File: src/sv/binomial_coefficient_unit_defines.svh
// Assertion macros for the binomial coefficient unit
`ifndef BINOMIAL_COEFFICIENT_UNIT_DEFINES_SVH
`define BINOMIAL_COEFFICIENT_UNIT_DEFINES_SVH
`ifndef SYNTHESIS
`define BCU_ASSERT_IMP(lbl, ante, cons, msg) \
  lbl: assert property (@(posedge clk_i) disable iff (!rst_ni) (ante) |-> (cons)) else $error(msg);
`define BCU_ASSERT_NXT(lbl, ante, cons, msg) \
  lbl: assert property (@(posedge clk_i) disable iff (!rst_ni) (ante) |=> (cons)) else $error(msg);
`else
`define BCU_ASSERT_IMP(lbl, ante, cons, msg)
`define BCU_ASSERT_NXT(lbl, ante, cons, msg)
`endif
`endif

File: src/sv/bcu_pkg.sv
// Shared widths and types of the binomial coefficient unit
package bcu_pkg;

  localparam int NW  = 6;              // n, k, step and divisor width
  localparam int CW  = 64;             // coefficient width
  localparam int DCW = $clog2(CW);     // divider bit counter width

  typedef struct packed {
    logic          start;
    logic [CW-1:0] dividend;
    logic [NW-1:0] divisor;
  } div_req_t;

endpackage

File: src/sv/bcu_in_if.sv
// Request channel: operand pair (n, k)
interface bcu_in_if;
  logic                     valid;
  logic                     ready;
  logic [bcu_pkg::NW-1:0]   n_items;
  logic [bcu_pkg::NW-1:0]   k_choose;

  modport source (output valid, output n_items, output k_choose, input ready);
  modport sink   (input valid, input n_items, input k_choose, output ready);
endinterface

File: src/sv/bcu_out_if.sv
// Result channel: binomial coefficient
interface bcu_out_if;
  logic                     valid;
  logic                     ready;
  logic [bcu_pkg::CW-1:0]   coefficient;

  modport source (output valid, output coefficient, input ready);
  modport sink   (input valid, input coefficient, output ready);
endinterface

File: src/sv/bcu_divider.sv
// Restoring divider, one quotient bit per cycle, small divisor
`include "binomial_coefficient_unit_defines.svh"

module bcu_divider (
  input  logic                      clk_i,
  input  logic                      rst_ni,
  input  bcu_pkg::div_req_t         req_i,
  output logic [bcu_pkg::CW-1:0]    quotient_o,
  output logic                      done_o
);

  logic                        busy_q;
  logic                        done_q;
  logic [bcu_pkg::DCW-1:0]     cnt_q;
  logic [bcu_pkg::CW-1:0]      quot_q, quot_d;
  logic [bcu_pkg::NW-1:0]      rem_q, rem_d;
  logic [bcu_pkg::NW-1:0]      divisor_q;
  logic [bcu_pkg::NW:0]        rem_sh;
  logic                        ge;
  logic                        last;

  // shift in next dividend bit, subtract when it fits
  assign rem_sh = {rem_q, quot_q[bcu_pkg::CW-1]};
  assign ge     = rem_sh >= {1'b0, divisor_q};
  assign rem_d  = ge ? bcu_pkg::NW'(rem_sh - {1'b0, divisor_q})
                     : rem_sh[bcu_pkg::NW-1:0];
  assign quot_d = {quot_q[bcu_pkg::CW-2:0], ge};
  assign last   = cnt_q == bcu_pkg::DCW'(bcu_pkg::CW - 1);

  always_ff @(posedge clk_i or negedge rst_ni) begin
    if (!rst_ni) begin
      busy_q <= 1'b0;
      done_q <= 1'b0;
      cnt_q  <= '0;
    end else begin
      done_q <= busy_q && last;
      if (req_i.start) begin
        busy_q <= 1'b1;
        cnt_q  <= '0;
      end else if (busy_q) begin
        cnt_q <= cnt_q + 1'b1;
        if (last) begin
          busy_q <= 1'b0;
        end
      end
    end
  end

  always_ff @(posedge clk_i) begin
    if (req_i.start) begin
      quot_q    <= req_i.dividend;
      rem_q     <= '0;
      divisor_q <= req_i.divisor;
    end else if (busy_q) begin
      quot_q <= quot_d;
      rem_q  <= rem_d;
    end
  end

  assign quotient_o = quot_q;
  assign done_o     = done_q;

  `BCU_ASSERT_IMP(a_no_restart, req_i.start, !busy_q, "divider started while busy")
  `BCU_ASSERT_NXT(a_done_pulse, done_q, !done_q, "done held for more than one cycle")
  `BCU_ASSERT_IMP(a_rem_bound, busy_q, rem_q < divisor_q, "partial remainder not below divisor")

endmodule

File: src/sv/binomial_coefficient_unit.sv
// Top level of the binomial coefficient unit (multiplicative method)
//
//  channel  dir  payload                 handshake
//  req_i    in   n_items[5:0], k_choose  valid/ready, taken when both high
//  res_o    out  coefficient[63:0]       valid/ready, taken when both high
//
// Loop: s = min(k, n-k) passes, each a multiply state (MUL) and a wait
//   in DWAIT for the bit-serial divider, whose quotient is written back
//   to the accumulator before the next pass or DONE.
// k above n, k = 0 or k = n: no pass; the sequencer goes straight to DONE with a result of one.
// Reset: clears sequencer and result valid; no clearing pass.
// Stalls: a finished result waits in the output register; the next request
//   is taken meanwhile, and a later result waits in DONE until it is free.
`include "binomial_coefficient_unit_defines.svh"

module binomial_coefficient_unit #(
  parameter int MAX_N = 62
) (
  input  logic     clk_i,
  input  logic     rst_ni,
  bcu_in_if.sink   req_i,
  bcu_out_if.source res_o
);

  localparam logic [1:0] ST_IDLE  = 2'd0;
  localparam logic [1:0] ST_MUL   = 2'd1;
  localparam logic [1:0] ST_DWAIT = 2'd2;
  localparam logic [1:0] ST_DONE  = 2'd3;

  logic [1:0]                  state_q, state_d;
  logic [bcu_pkg::NW-1:0]      n_q, n_d;
  logic [bcu_pkg::NW-1:0]      step_q, step_d;
  logic [bcu_pkg::NW-1:0]      steps_q, steps_d;
  logic [bcu_pkg::CW-1:0]      acc_q, acc_d;
  logic                        out_valid_q;
  logic [bcu_pkg::CW-1:0]      out_data_q;

  logic                        in_acc;
  logic                        out_load;
  logic [bcu_pkg::NW-1:0]      n_sat, nk, steps_in, factor, step_inc;
  logic                        k_over;
  logic [bcu_pkg::CW-1:0]      product;

  bcu_pkg::div_req_t           div_req;
  logic [bcu_pkg::CW-1:0]      div_quot;
  logic                        div_done;

  // operand set-up: saturate n, fold k by symmetry
  assign n_sat    = (req_i.n_items > bcu_pkg::NW'(MAX_N)) ? bcu_pkg::NW'(MAX_N)
                                                          : req_i.n_items;
  assign k_over   = req_i.k_choose > n_sat;
  assign nk       = n_sat - req_i.k_choose;
  assign steps_in = (req_i.k_choose > nk) ? nk : req_i.k_choose;

  assign in_acc   = req_i.valid && req_i.ready;
  assign out_load = (state_q == ST_DONE) && (!out_valid_q || res_o.ready);

  // 64 x 6 multiply; product of C(n,i) and (n-i) stays below 2^64 for n <= 62
  assign factor   = n_q - step_q;
  assign product  = acc_q * bcu_pkg::CW'(factor);
  assign step_inc = step_q + 1'b1;

  assign div_req.start    = state_q == ST_MUL;
  assign div_req.dividend = product;
  assign div_req.divisor  = step_inc;

  bcu_divider u_div (
    .clk_i      (clk_i),
    .rst_ni     (rst_ni),
    .req_i      (div_req),
    .quotient_o (div_quot),
    .done_o     (div_done)
  );

  // sequencer
  always_comb begin
    state_d = state_q;
    n_d     = n_q;
    step_d  = step_q;
    steps_d = steps_q;
    acc_d   = acc_q;
    case (state_q)
      ST_IDLE: begin
        if (in_acc) begin
          n_d     = n_sat;
          step_d  = '0;
          steps_d = steps_in;
          acc_d   = bcu_pkg::CW'(1);
          state_d = (k_over || (steps_in == '0)) ? ST_DONE : ST_MUL;
        end
      end
      ST_MUL: begin
        state_d = ST_DWAIT;
      end
      ST_DWAIT: begin
        if (div_done) begin
          acc_d   = div_quot;
          step_d  = step_inc;
          state_d = (step_inc == steps_q) ? ST_DONE : ST_MUL;
        end
      end
      ST_DONE: begin
        if (out_load) begin
          state_d = ST_IDLE;
        end
      end
      default: begin
        state_d = ST_IDLE;
      end
    endcase
  end

  always_ff @(posedge clk_i or negedge rst_ni) begin
    if (!rst_ni) begin
      state_q     <= ST_IDLE;
      out_valid_q <= 1'b0;
    end else begin
      state_q <= state_d;
      if (out_load) begin
        out_valid_q <= 1'b1;
      end else if (res_o.ready) begin
        out_valid_q <= 1'b0;
      end
    end
  end

  always_ff @(posedge clk_i) begin
    n_q     <= n_d;
    step_q  <= step_d;
    steps_q <= steps_d;
    acc_q   <= acc_d;
    if (out_load) begin
      out_data_q <= acc_q;
    end
  end

  assign req_i.ready       = state_q == ST_IDLE;
  assign res_o.valid       = out_valid_q;
  assign res_o.coefficient = out_data_q;

  `BCU_ASSERT_IMP(a_step_bound, state_q == ST_DWAIT, step_q < steps_q, "step count overran")
  `BCU_ASSERT_IMP(a_done_in_wait, div_done, state_q == ST_DWAIT, "divider result unexpected")
  `BCU_ASSERT_NXT(a_k_over_one, in_acc && k_over, (state_q == ST_DONE) && (acc_q == bcu_pkg::CW'(1)), "k above n must give one")

endmodule

File: src/flat_wrapper.sv
// flat-port wrapper written by rule: the top's interface ports become plain ports
module binomial_coefficient_unit_flat 
#(
  parameter int MAX_N = 62
)
  (clk_i, rst_ni, req_i_valid, req_i_n_items, req_i_k_choose, req_i_ready, res_o_valid, res_o_coefficient, res_o_ready);
  bcu_in_if req_i_i ();
  bcu_out_if res_o_i ();
  input  logic clk_i;
  input  logic rst_ni;
  input wire logic [$bits(req_i_i.valid)-1:0] req_i_valid;
  input wire logic [$bits(req_i_i.n_items)-1:0] req_i_n_items;
  input wire logic [$bits(req_i_i.k_choose)-1:0] req_i_k_choose;
  output wire logic [$bits(req_i_i.ready)-1:0] req_i_ready;
  output wire logic [$bits(res_o_i.valid)-1:0] res_o_valid;
  output wire logic [$bits(res_o_i.coefficient)-1:0] res_o_coefficient;
  input wire logic [$bits(res_o_i.ready)-1:0] res_o_ready;
  assign req_i_i.valid = req_i_valid;
  assign req_i_i.n_items = req_i_n_items;
  assign req_i_i.k_choose = req_i_k_choose;
  assign req_i_ready = req_i_i.ready;
  assign res_o_valid = res_o_i.valid;
  assign res_o_coefficient = res_o_i.coefficient;
  assign res_o_i.ready = res_o_ready;
  binomial_coefficient_unit #(.MAX_N(MAX_N)) u_core (.clk_i(clk_i), .rst_ni(rst_ni), .req_i(req_i_i), .res_o(res_o_i));
endmodule
File: config.mk
export PLATFORM = sky130hd
export DESIGN_NAME = binomial_coefficient_unit_flat
export DESIGN_NICKNAME = d
export VERILOG_FILES = /design/src/sv/bcu_pkg.sv /design/src/sv/bcu_in_if.sv /design/src/sv/bcu_out_if.sv /design/src/sv/bcu_divider.sv /design/src/sv/binomial_coefficient_unit.sv /design/src/flat_wrapper.sv
export VERILOG_INCLUDE_DIRS = /design/src /design/src/sv
export SDC_FILE = /design/constraint.sdc
export NUM_CORES = 1
export LEC_CHECK = 0
export BUFFER_PORTS_ARGS = -buffer_cell sky130_fd_sc_hd__buf_2
export CORE_ASPECT_RATIO = 0.8
export CORE_UTILIZATION = 64
export DETAILED_ROUTE_END_ITERATION = 8
export PLACE_DENSITY = 0.82
export SLEW_MARGIN = 0
export SYNTH_ARGS = -nofsm -noshare
export SYNTH_HDL_FRONTEND = slang
export SYNTH_SLANG_ARGS = --single-unit
export TNS_END_PERCENT = 5
File: constraint.sdc
create_clock -name clk_i -period 6.85 [get_ports clk_i]
set_input_delay 0.685 -clock clk_i [delete_from_list [all_inputs] [get_ports clk_i]]
set_output_delay 0.685 -clock clk_i [all_outputs]
set_load 0.02 [all_outputs]
* Word level (Yosys, flattened, before mapping) *
Index checks and enable logic that the tools add are counted.

operators by class
  $add $sub $neg = 5
  reductions and logical operators = 14
  multiplexer cells = 24
  equality and inequality tests = 8
  $lt $le $gt $ge = 4
  multipliers = 1

operators by type and width
  operator               count
  $mux W64               4
  $pmux W64 S2           1
  $mul A64 B6 Y64        1
  $mux W6                7
  $sub A6 B6 Y6          3
  $add A6 B1 Y6 const B  2
  $gt A6 B6 Y1           2
  $pmux W6 S2            1
  $mux W2                5
  $pmux W2 S4            1
  $ge A7 B6 Y1           1
  $eq A6 B6 Y1           1
  $eq A6 B6 Y1 const B   1
  $gt A6 B6 Y1 const B   1
  $logic_not A6 Y1       1
  $reduce_and A3 Y1      2
  $reduce_bool A2 Y1     3
  $mux W1                5
  $eq A2 B2 Y1 const B   2
  $ne A2 B2 Y1 const B   2
  $logic_and A1 B1 Y1    3
  $eq A2 B1 Y1 const B   1
  $logic_not A2 Y1       1
  $logic_or A1 B1 Y1     2
  other kinds (3)        3

word-level totals
  logic and storage cells = 69
  bits of input ports = 16
  flip-flop bits (word level) = 233

* Longest topological paths before layout *
Gate-level depths: netlist of the first run.

  word-level depth = 10
  gate-level depth with buffers = 27
  depth with buffers taken out = 24

* By module *
A second synthesis of the first run with hierarchy kept.

second synthesis, totals
  cells, all modules = 2006
  area, all modules = 21151.5 um2

by module, submodules not included
  module                     area each (um2)  cells an instance  times used
  binomial_coefficient_unit  17359.1          1756               1
  bcu_divider                3792.4           250                1

* Least setup slack after synthesis of the first run *
OpenSTA, ideal clock, no wires.

  kind = register to register
  start = reg u_core.step_q[1] (netlist bit)
  end = reg u_core.u_div.quot_q (netlist bit u_core.u_div.quotient_o[49]), data pin
  period minus slack after synthesis = 6.060 ns
  arrival = 5.788 ns
  stages on the path, launching flop included = 27
  setup time = 0.272 ns
  buffers on the path = 2
  data required time = 6.578 ns
  setup slack = 0.790 ns
  cells stage by stage = edfxtp_1 -> inv_1 -> ha_1 -> nor2b_1 -> o21ai_0 -> a21boi_0 -> o21ai_0 -> nand2b_1 -> xnor2_1 -> clkbuf_1 -> clkbuf_1 -> and2_1 -> fa_1 -> inv_1 -> fa_1 -> fa_1 -> inv_1 -> ha_1 -> o21ai_0 -> o21ai_2 -> a31oi_1 -> a221o_1 -> a21oi_4 -> o21ai_2 -> a2111oi_2 -> mux2i_1 -> o311ai_1

between the ends
  word-level cells in the longest chain between the ends = 3

RTL lines
  what                      RTL line                          text
  start: declaration        binomial_coefficient_unit.sv:32   logic [bcu_pkg::NW-1:0] step_q, step_d;
  start signal: assignment  binomial_coefficient_unit.sv:129  step_q <= step_d;
  $sub A6 B6 Y6             binomial_coefficient_unit.sv:59   assign factor = n_q - step_q;
  $mul A64 B6 Y64           binomial_coefficient_unit.sv:60   assign product = acc_q * bcu_pkg::CW'(factor);
  $mux W64                  bcu_divider.sv:50                 if (req_i.start) begin
  end signal: assignment    bcu_divider.sv:51                 quot_q <= req_i.dividend;
  end signal: assignment    bcu_divider.sv:55                 quot_q <= quot_d;
  end: declaration          bcu_divider.sv:15                 logic [bcu_pkg::CW-1:0] quot_q, quot_d;

No other way between the ends.
A chain may end at the register's enable or synchronous reset.

* Final worst setup path of the first run *
  start = reg u_core.step_q[1] (netlist bit)
  end = reg u_core.u_div.quot_q (netlist bit u_core.u_div.quotient_o[56]), data pin

Same word-level chain as after synthesis.

==> flow_summary.yaml, run 1 <==
worst_setup_path:
  crit_arrival_ps: 6880
  end_kind: "register"
  cp.required_ps: 7160
  crit_fanout: 33
  cp-start-kind: "register"
  path_class: "reg2reg"
yosys:
  netlist_instances: 2134
  synthesis.nets: 2481
  synth_cell_types: 79
  ys.flop_type: "edfxtp_1"
  avgSynthCellArea_um2: 9.92
  async_reset_ff_share_pct: 4.72
  synth_edf_count: 216
  yosys_warnings: 0
  ys_seq_elements: 233
  syn-cell-area_mm2: 0.0212
  ys_seq_area_share_pct: 32.5
placed_design:
  dp_cells: 2573
  port_buffers: 81
  dp_hpwl_um: 35900
  gp_congestion: 0.982
clock_network:
  cts_made_buffers: 27
  root_buffer: "clkbuf_16"
  clk_pin_slew_ps: 60
  h-tree-depth: 1
  clock_path_buffers: 3
  clock_latency_ps: 560
  clock-sinks: 233
  postCtsSetupBuffers: 0
  cts_tree: "built"
floorplan:
  die_area_mm2: 0.0338
  ios: 82
  rows: 59
  die_w_um: 205
  initial_utilization_pct: 65.0
  die_h_um: 165
  placeableCoreArea_mm2: 0.0326
global_routing:
  grt-busiest-layer: "met2"
  use_met1_pct: 43.6
  grtUsageTotal_pct: 30.4
  grt_pass1_wl_um: 81200
  grtUsageMet3_pct: 4.46
  use_met2_pct: 48.4
  grt_overflow: 0
  antenna_found_initial: 0
  grt_pass1_vias: 15944
  grt_start_max_net_pins: 79
sta:
  setup_viol: 0
  fmax_mhz: 152
  worstMarginPinSlew_ps: 1040
  fin_crit_sh_pct: 96.0
  post-route-min-period_ps: 6580
  hold_viol_final: 0
  relSlewSlack_pct: 30.9
  rsz0062_at_grt: "true"
  slew_violations: 0
  fin_worst_skew_ps: 10.7
drt:
  remaining_drc_errors: 0
  wl_um: 49500
  routed_via_density: 5.93
  firstDrtPassIters: 5
  ant_nets: 0
  routedWlPerCell_um: 18.9
  dr_total_vias: 15566
  drt_iter0_markers: 1422
layout:
  finalNetCount: 2524
  instances_no_fill: 2624
  final_util_pct: 70.5
  regArea_mm2: 0.00688
  fillers: 2405
  final_common_cell: "inv_1"
  area_delta_synth_final_pct: 8.39
  final_cell_mix: "inv_1 (289), nand2_1 (274), and2_1 (245)"
  antenna_cells: 0
  multi_input_comb_area_mm2: 0.0129
  drive_gt1_share_pct: 8.83
hold_path:
  hold_class: "in2reg"
run_status:
  status: "completed"
flow_run:
  maxCapViolations: 0
## Yosys cell counts (4+ instances only)
library cell  count  area share, %
nand3_1          20           0.47
a21o_1           44            1.6
a311oi_1          4           0.17
and2_1          245            7.2
o21a_1           13           0.46
xnor2_1          35            1.4
a21boi_0          4           0.14
nor2b_1          14           0.41
xor2_1           42            1.7
o211ai_1          7           0.25
nand2b_1         65            1.9
a21oi_1          92            2.2
clkbuf_1         82            1.5
mux2i_1           9           0.43
edfxtp_1        216             31
fa_1            240             23
and3_1            8           0.24
inv_1           289            5.1
dfrtp_1          11            1.3
nand2_1         274            4.9
dfxtp_1           6           0.57
buf_2            13           0.31
ha_1             91            5.4
nand3b_1          4           0.14
o21bai_1         13           0.46
a31oi_1          12           0.35
nor3_1           17           0.40
a211oi_1          7           0.25
o21ai_1           4          0.095
nand4_1          21           0.62
nor2_1           65            1.2
a211o_1           4           0.17
o21ai_0          92            2.2
## worst max-delay path, cell delays in order, from the launching register on
cell	delay (ps)
edfxtp_1	440
inv_1	140
ha_1	230
nor2b_1	120
o21ai_0	210
nor3b_2	550
nor2_4	240
buf_6	270
and2_1	210
fa_1	530
inv_1	50
fa_1	450
fa_1	490
inv_1	40
ha_1	320
buf_4	180
a21oi_1	200
o21ai_2	80
a21o_1	170
a221o_1	410
o211ai_2	300
a21oi_2	140
a31o_1	250
a221o_1	290
## logic make-up (layout without fill, tap and decap cells)
logic type / Yosys count / after routing / synth area share, %
xor+xnor: 78 / 78 / 3.29
fa+ha+maj: 331 / 331 / 28.1
mux: 10 / 10 / 0.479
compound gates: 337 / 337 / 10.2
buf+inv: 389 / 451 / 7.05
simple gates: 756 / 757 / 18.4
flops: 233 / 233 / 32.5
## flip-flops by register name (all words and copies together), names as in the netlist
register                  count
u_core.acc_q                 64
u_core.n_q                    6
u_core.res_o.coefficient     64
u_core.res_o.valid            1
u_core.state_q                2
u_core.step_q                 6
u_core.steps_q                6
u_core.u_div.busy_q           1
u_core.u_div.cnt_q            6
u_core.u_div.divisor_q        6
u_core.u_div.done_o           1
u_core.u_div.quotient_o      64
u_core.u_div.rem_q            6
## per-stage QoR
stage | worst slack (ps) | setup TNS, ps | hold slack [ps] | instance area, um^2
2_1_floorplan | 790 | 0 | 389 | 21200
3_3_place_gp | 408 | 0 | 456 | 22000
3_5_place_dp | 173 | 0 | 484 | 22000
4_1_cts | 134 | 0 | 336 | 22900
5_1_grt | -28.0 | -46.2 | 344 | 22900
6_report | 273 | 0 | 352 | 22900
## per-layer routing
metal	share of wire (%)	wire length, um	vias up
met5	0	0	-
met4	2.8	1410	0
met3	8.0	3960	103
met2	46	23000	663
met1	43	21200	7764
li1	-	-	7036
## what timing repair did
item	CTS	global route
endpoints found under the setup margin	0	27
hold buffers	1	0
resized for setup	0	16
hold endpoints to repair	11	0
## path summary, 6_finish.rpt
| path | cells past startpoint | end | slack [ps] | from |
|---|---|---|---|---|
| worst min-delay path | 1 | u_core.n_q[3] | 350 | req_i_n_items[3] |
| min in group asynchronous | 2 | u_core.state_q[0] | 530 | rst_ni |
| max in group asynchronous | 2 | u_core.u_div.cnt_q[5] | 6120 | rst_ni |
| worst min register to register | 0 | u_core.res_o.coefficient[63] | 500 | u_core.acc_q[63] |
| worst max register to register | 23 | u_core.u_div.quotient_o[56] | 270 | u_core.step_q[1] |
| worst max-delay path | 23 | u_core.u_div.quotient_o[56] | 270 | u_core.step_q[1] |
## area by class of cell
class | instances | share of cell area [%]
Tap cell | 427 | 2.33
Timing Repair Buffer | 113 | 2.97
Inverter | 289 | 4.73
Multi-Input combinational cell | 1513 | 56.4
Clock buffer | 38 | 3.21
Sequential cell | 233 | 30.0
Clock inverter | 11 | 0.376
Power of run 1 is left out: the tool's default activity adds up to more than one toggle a clock period on the data nets, which glitch-free logic cannot reach.
==> run 2, diff against run 1 <==
CELL_PAD_IN_SITES_DETAIL_PLACEMENT = 0   (was unset)
CELL_PAD_IN_SITES_GLOBAL_PLACEMENT = 1   (was unset)
CORE_UTILIZATION = 35   (was 64)
PLACE_DENSITY = unset   (was 0.82)
PLACE_DENSITY_LB_ADDON = 0.1   (was unset)
==> run 2 against run 1 <==
Critical path depth grew 1; largest cell class unchanged; hold slack lost 1.5 ps; core utilization shrank 31 points.
==> flow_summary.yaml, run 2 (synthesis results as in run 1) <==
run_status:
  status: "completed"
worst_setup_path:
  crit_fanout: 51
  reg2reg_slack_ps: 260
  end_kind: "register"
  path_class: "reg2reg"
  crit_arrival_ps: 7010
  r2r_start: "u_core.step_q[0]"
  cp.required_ps: 7270
  cp-start-kind: "register"
  r2r.worst_path.cells: 24
  r2r-end: "u_core.u_div.quotient_o[47]"
placed_design:
  port_buffers: 81
  dp_hpwl_um: 40700
  dpl_cell_area_mm2: 0.0226
  gp_congestion: 0.840
sta:
  slew_violations: 0
  setup_viol: 0
  rsz0062_at_grt: "true"
  fin_worst_skew_ps: 17.5
  hold_viol_final: 0
  worstMarginPinSlew_ps: 1110
  fin_crit_sh_pct: 96.3
  fmax_mhz: 152
  relSlewSlack_pct: 26.2
  post-route-min-period_ps: 6590
layout:
  fillers: 5971
  final_util_pct: 39.8
  regArea_mm2: 0.00688
  antenna_cells: 0
  area_delta_synth_final_pct: 12.1
  finalNetCount: 2545
  final_common_cell: "inv_1"
  final_cell_mix: "inv_1 (289), nand2_1 (274), and2_1 (245)"
  postLayoutCellArea_mm2: 0.0237
  multi_input_comb_area_mm2: 0.0129
  drive_gt1_share_pct: 9.85
hold_path:
  hp-start: "req_i_n_items[2]"
  worstHoldEndpoint: "u_core.n_q[2]"
  min_path_cells: 1
  hold_class: "in2reg"
drt:
  firstDrtPassIters: 4
  routedWlPerCell_um: 18.6
  drt_iter0_markers: 967
  dr_total_vias: 14943
  remaining_drc_errors: 0
  wl_um: 55900
  routed_via_density: 4.98
  ant_nets: 0
clock_network:
  clock-sinks: 233
  clock_path_buffers: 3
  postCtsSetupBuffers: 0
  h-tree-depth: 2
  clk_pin_slew_ps: 60
  cts_tree: "built"
  clock_latency_ps: 550
  root_buffer: "clkbuf_16"
  cts_made_buffers: 34
global_routing:
  grt_pass1_wl_um: 90300
  grt_overflow: 0
  grt_start_max_net_pins: 73
  grtUsageTotal_pct: 18.8
  grt_pass1_vias: 15516
  antenna_found_initial: 1
floorplan:
  placeableCoreArea_mm2: 0.0597
  die_w_um: 277
  die_area_mm2: 0.0615
  rows: 80
  die_h_um: 222
  initial_utilization_pct: 35.5
  ios: 82
flow_run:
  maxCapViolations: 0
## run 2: cell count changes in the layout (fill, tap and decap cells not counted), sizes merged
cell    delta
clkinv     +5
clkbuf     +6
inv        +2
buf       +15
nor2       -1
bufinv     -1
## run 2: worst max-delay path, cell delays in order (launching register included)
cell and delay [ps]:
edfxtp_1 480, ha_2 230, inv_1 50, fa_2 380, a21o_1 190, a21oi_1 220, xnor2_2 160, buf_12 290
and2_1 200, fa_1 430, inv_1 80, fa_1 440, fa_1 520, inv_1 50, ha_1 380, a21oi_1 300
o21ai_0 150, a311oi_1 420, buf_4 210, a211o_1 120, nand4b_1 200, a21oi_2 280, a21boi_0 210, nor4b_1 290
a211o_1 130
## run 2: timing repair
item | CTS | global route
gates resized for setup | 0 | 13
endpoints found under the setup margin | 0 | 21
endpoints found under the hold margin | 11 | 0
hold buffers | 1 | 0
## run 2: cell type report
cell class	count	share of cell area (%)
Tap cell	779	4.11
Multi-Input combinational cell	1512	54.4
Sequential cell	233	29.0
Clock inverter	17	0.459
Clock buffer	44	3.87
Inverter	289	4.57
Timing Repair Buffer	128	3.57
## run 2: layer usage
layer	part of all wire, %	GRT usage (%)	vias to the layer above
met5	0	0	-
met4	1.7	4.35	0
met3	4.1	3.00	54
met2	44	28.7	264
met1	51	27.9	7526
li1	-	-	7099
## run 2: worst max-delay path by stage
stage | startpoint | end | depth (start not counted)
6_report | u_core.step_q[0] | u_core.u_div.quotient_o[47] | 24
5_1_grt | u_core.step_q[1] | u_core.u_div.quotient_o[50] | 26
4_1_cts | u_core.step_q[0] | u_core.u_div.quotient_o[51] | 25
3_5_place_dp | u_core.step_q[0] | u_core.u_div.quotient_o[51] | 25
3_3_place_gp | u_core.step_q[0] | u_core.u_div.quotient_o[50] | 24
2_1_floorplan | u_core.step_q[1] | u_core.u_div.quotient_o[49] | 26
## run 2: stage by stage
step / hold slack [ps] / worst slack [ps] / setup TNS [ps] / std cells
4_1_cts: 324 / 180 / 0 / 3002
5_1_grt: 338 / -53.5 / -155 / 3002
3_3_place_gp: 460 / 252 / 0 / 2940
3_5_place_dp: 467 / 235 / 0 / 2940
6_report: 350 / 256 / 0 / 3002
2_1_floorplan: 389 / 790 / 0 / 2134
Power of run 2 is left out for the same reason.
==> run 3, diff against run 2 <==
CORE_ASPECT_RATIO = 0.75   (was 0.8)
==> run 3 against run 2 <==
Non-clock buffer count increased by 4; count of clock-buffer cells in the layout decreased by 2; global-route usage increased by 0.22 points; register-to-register slack got worse by 50 ps; first-iteration DRC count decreased by 0.21%; design area increased by 0.73%; routed wire length increased by 1.3%; clock skew decreased by 6.5 ps.
==> flow_summary.yaml, run 3 (synthesis results as in run 1) <==
clock_network:
  clock-sinks: 233
  root_buffer: "clkbuf_16"
  clk_pin_slew_ps: 60
  clock_latency_ps: 590
  cts_tree: "built"
  clock_path_buffers: 3
  h-tree-depth: 1
  cts_made_buffers: 30
drt:
  routed_via_density: 4.94
  wl_um: 56600
  remaining_drc_errors: 0
  routedWlPerCell_um: 18.8
  firstDrtPassIters: 5
  dr_total_vias: 14889
  drt_iter0_markers: 965
  ant_nets: 0
sta:
  slew_violations: 0
  rsz0062_at_grt: "true"
  worstMarginPinSlew_ps: 1130
  fmax_mhz: 151
  fin_crit_sh_pct: 97.0
  fin_worst_skew_ps: 11.0
  relSlewSlack_pct: 24.8
  post-route-min-period_ps: 6640
  setup_viol: 0
  fin_ws_ps: 207
  hold_viol_final: 0
worst_setup_path:
  cp_top_family: "compound AO/OA/AOI/OAI gates"
  max_stage_delay_ps: 550
  path_class: "reg2reg"
  r2r-end: "u_core.u_div.quotient_o[61]"
  crit_arrival_ps: 7020
  crit_fanout: 5
  crit_slowest_cell: "fa_1"
  r2r.worst_path.cells: 25
  cp.required_ps: 7230
  end_kind: "register"
  reg2reg_slack_ps: 210
  cp-start-kind: "register"
  path_buf_inv: 4
  r2r_start: "u_core.step_q[1]"
placed_design:
  gp_congestion: 0.821
  dpl_cell_area_mm2: 0.0227
  port_buffers: 81
  dp_hpwl_um: 42000
  dpl_worst_slack_ps: -53.1
layout:
  area_delta_synth_final_pct: 13.0
  final_common_cell: "inv_1"
  fillers: 5978
  drive_gt1_share_pct: 10.8
  postLayoutCellArea_mm2: 0.0239
  final_cell_mix: "inv_1 (289), nand2_1 (274), and2_1 (245)"
  finalNetCount: 2546
  antenna_cells: 0
floorplan:
  ios: 82
  die_h_um: 215
  die_w_um: 286
  placeableCoreArea_mm2: 0.0593
  rows: 77
  initial_utilization_pct: 35.7
  die_area_mm2: 0.0615
global_routing:
  grt_start_max_net_pins: 75
  grt_overflow: 0
  grt_pass1_wl_um: 92400
  grtUsageTotal_pct: 19.0
  antenna_found_initial: 1
  grt_pass1_vias: 16117
hold_path:
  hold_class: "in2reg"
  worstHoldEndpoint: "u_core.n_q[4]"
  min_path_cells: 1
  hp-start: "req_i_n_items[4]"
run_status:
  status: "completed"
flow_run:
  maxCapViolations: 0
run 3: cell count changes in the layout (fill, tap and decap cells not counted), sizes merged:
cell,before,now
clkinv,12,5
inv,292,293
clkbuf,44,42
buf,127,131
xnor2,35,36
bufinv,0,1
clkinvlp,2,4
run 3: cell type report:
type	instances	area, um^2	share of cell area [%]
clock buffers	42	912	3.81
clock inverters	14	119	0.497
inverters	289	1080	4.54
multi-input cells	1513	13000	54.6
flip-flops and latches	233	6880	28.8
well taps	790	988	4.13
repair buffers	132	878	3.67
run 3: what timing repair did:
item | 4_1_cts | 5_1_grt
hold endpoints to repair | 11 | 0
pin swaps | 0 | 8
setup endpoints to repair | 7 | 28
setup buffers | 0 | 2
gates resized for setup | 1 | 34
gates cloned | 0 | 1
hold buffers | 1 | 0
run 3: stage by stage:
stage / hold WS (ps) / utilization, % / TNS (ps) / std cells
final: 334 / 40.3 / 0 / 3013
after global routing: 317 / 40.3 / -572 / 3013
after CTS: 298 / 40.0 / 0 / 3010
after detailed placement: 465 / 38.2 / -103 / 2953
after global placement: 465 / 38.2 / 0 / 2953
after floorplan: 389 / - / 0 / 2134
run 3: per-layer routing:
metal	share of wire, %	vias to the layer above	global-route usage, %
met3	3.8	56	2.61
met5	0	-	0
met1	51	7486	28.7
met2	43	257	29.1
li1	-	7090	-
met4	1.9	0	3.58
run 3: worst max-delay path by stage:
stage                           startpoint                     endpoint  slack, ps  depth (start not counted)
final                     u_core.step_q[1]  u_core.u_div.quotient_o[61]        210                         25
after global routing      u_core.step_q[1]  u_core.u_div.quotient_o[49]       -120                         26
after CTS                 u_core.step_q[1]  u_core.u_div.quotient_o[61]         90                         25
after detailed placement  u_core.step_q[1]  u_core.u_div.quotient_o[61]        -50                         25
after global placement    u_core.step_q[1]  u_core.u_div.quotient_o[35]         20                         26
after floorplan           u_core.step_q[1]  u_core.u_div.quotient_o[49]        790                         26
Power of run 3 is left out for the same reason.
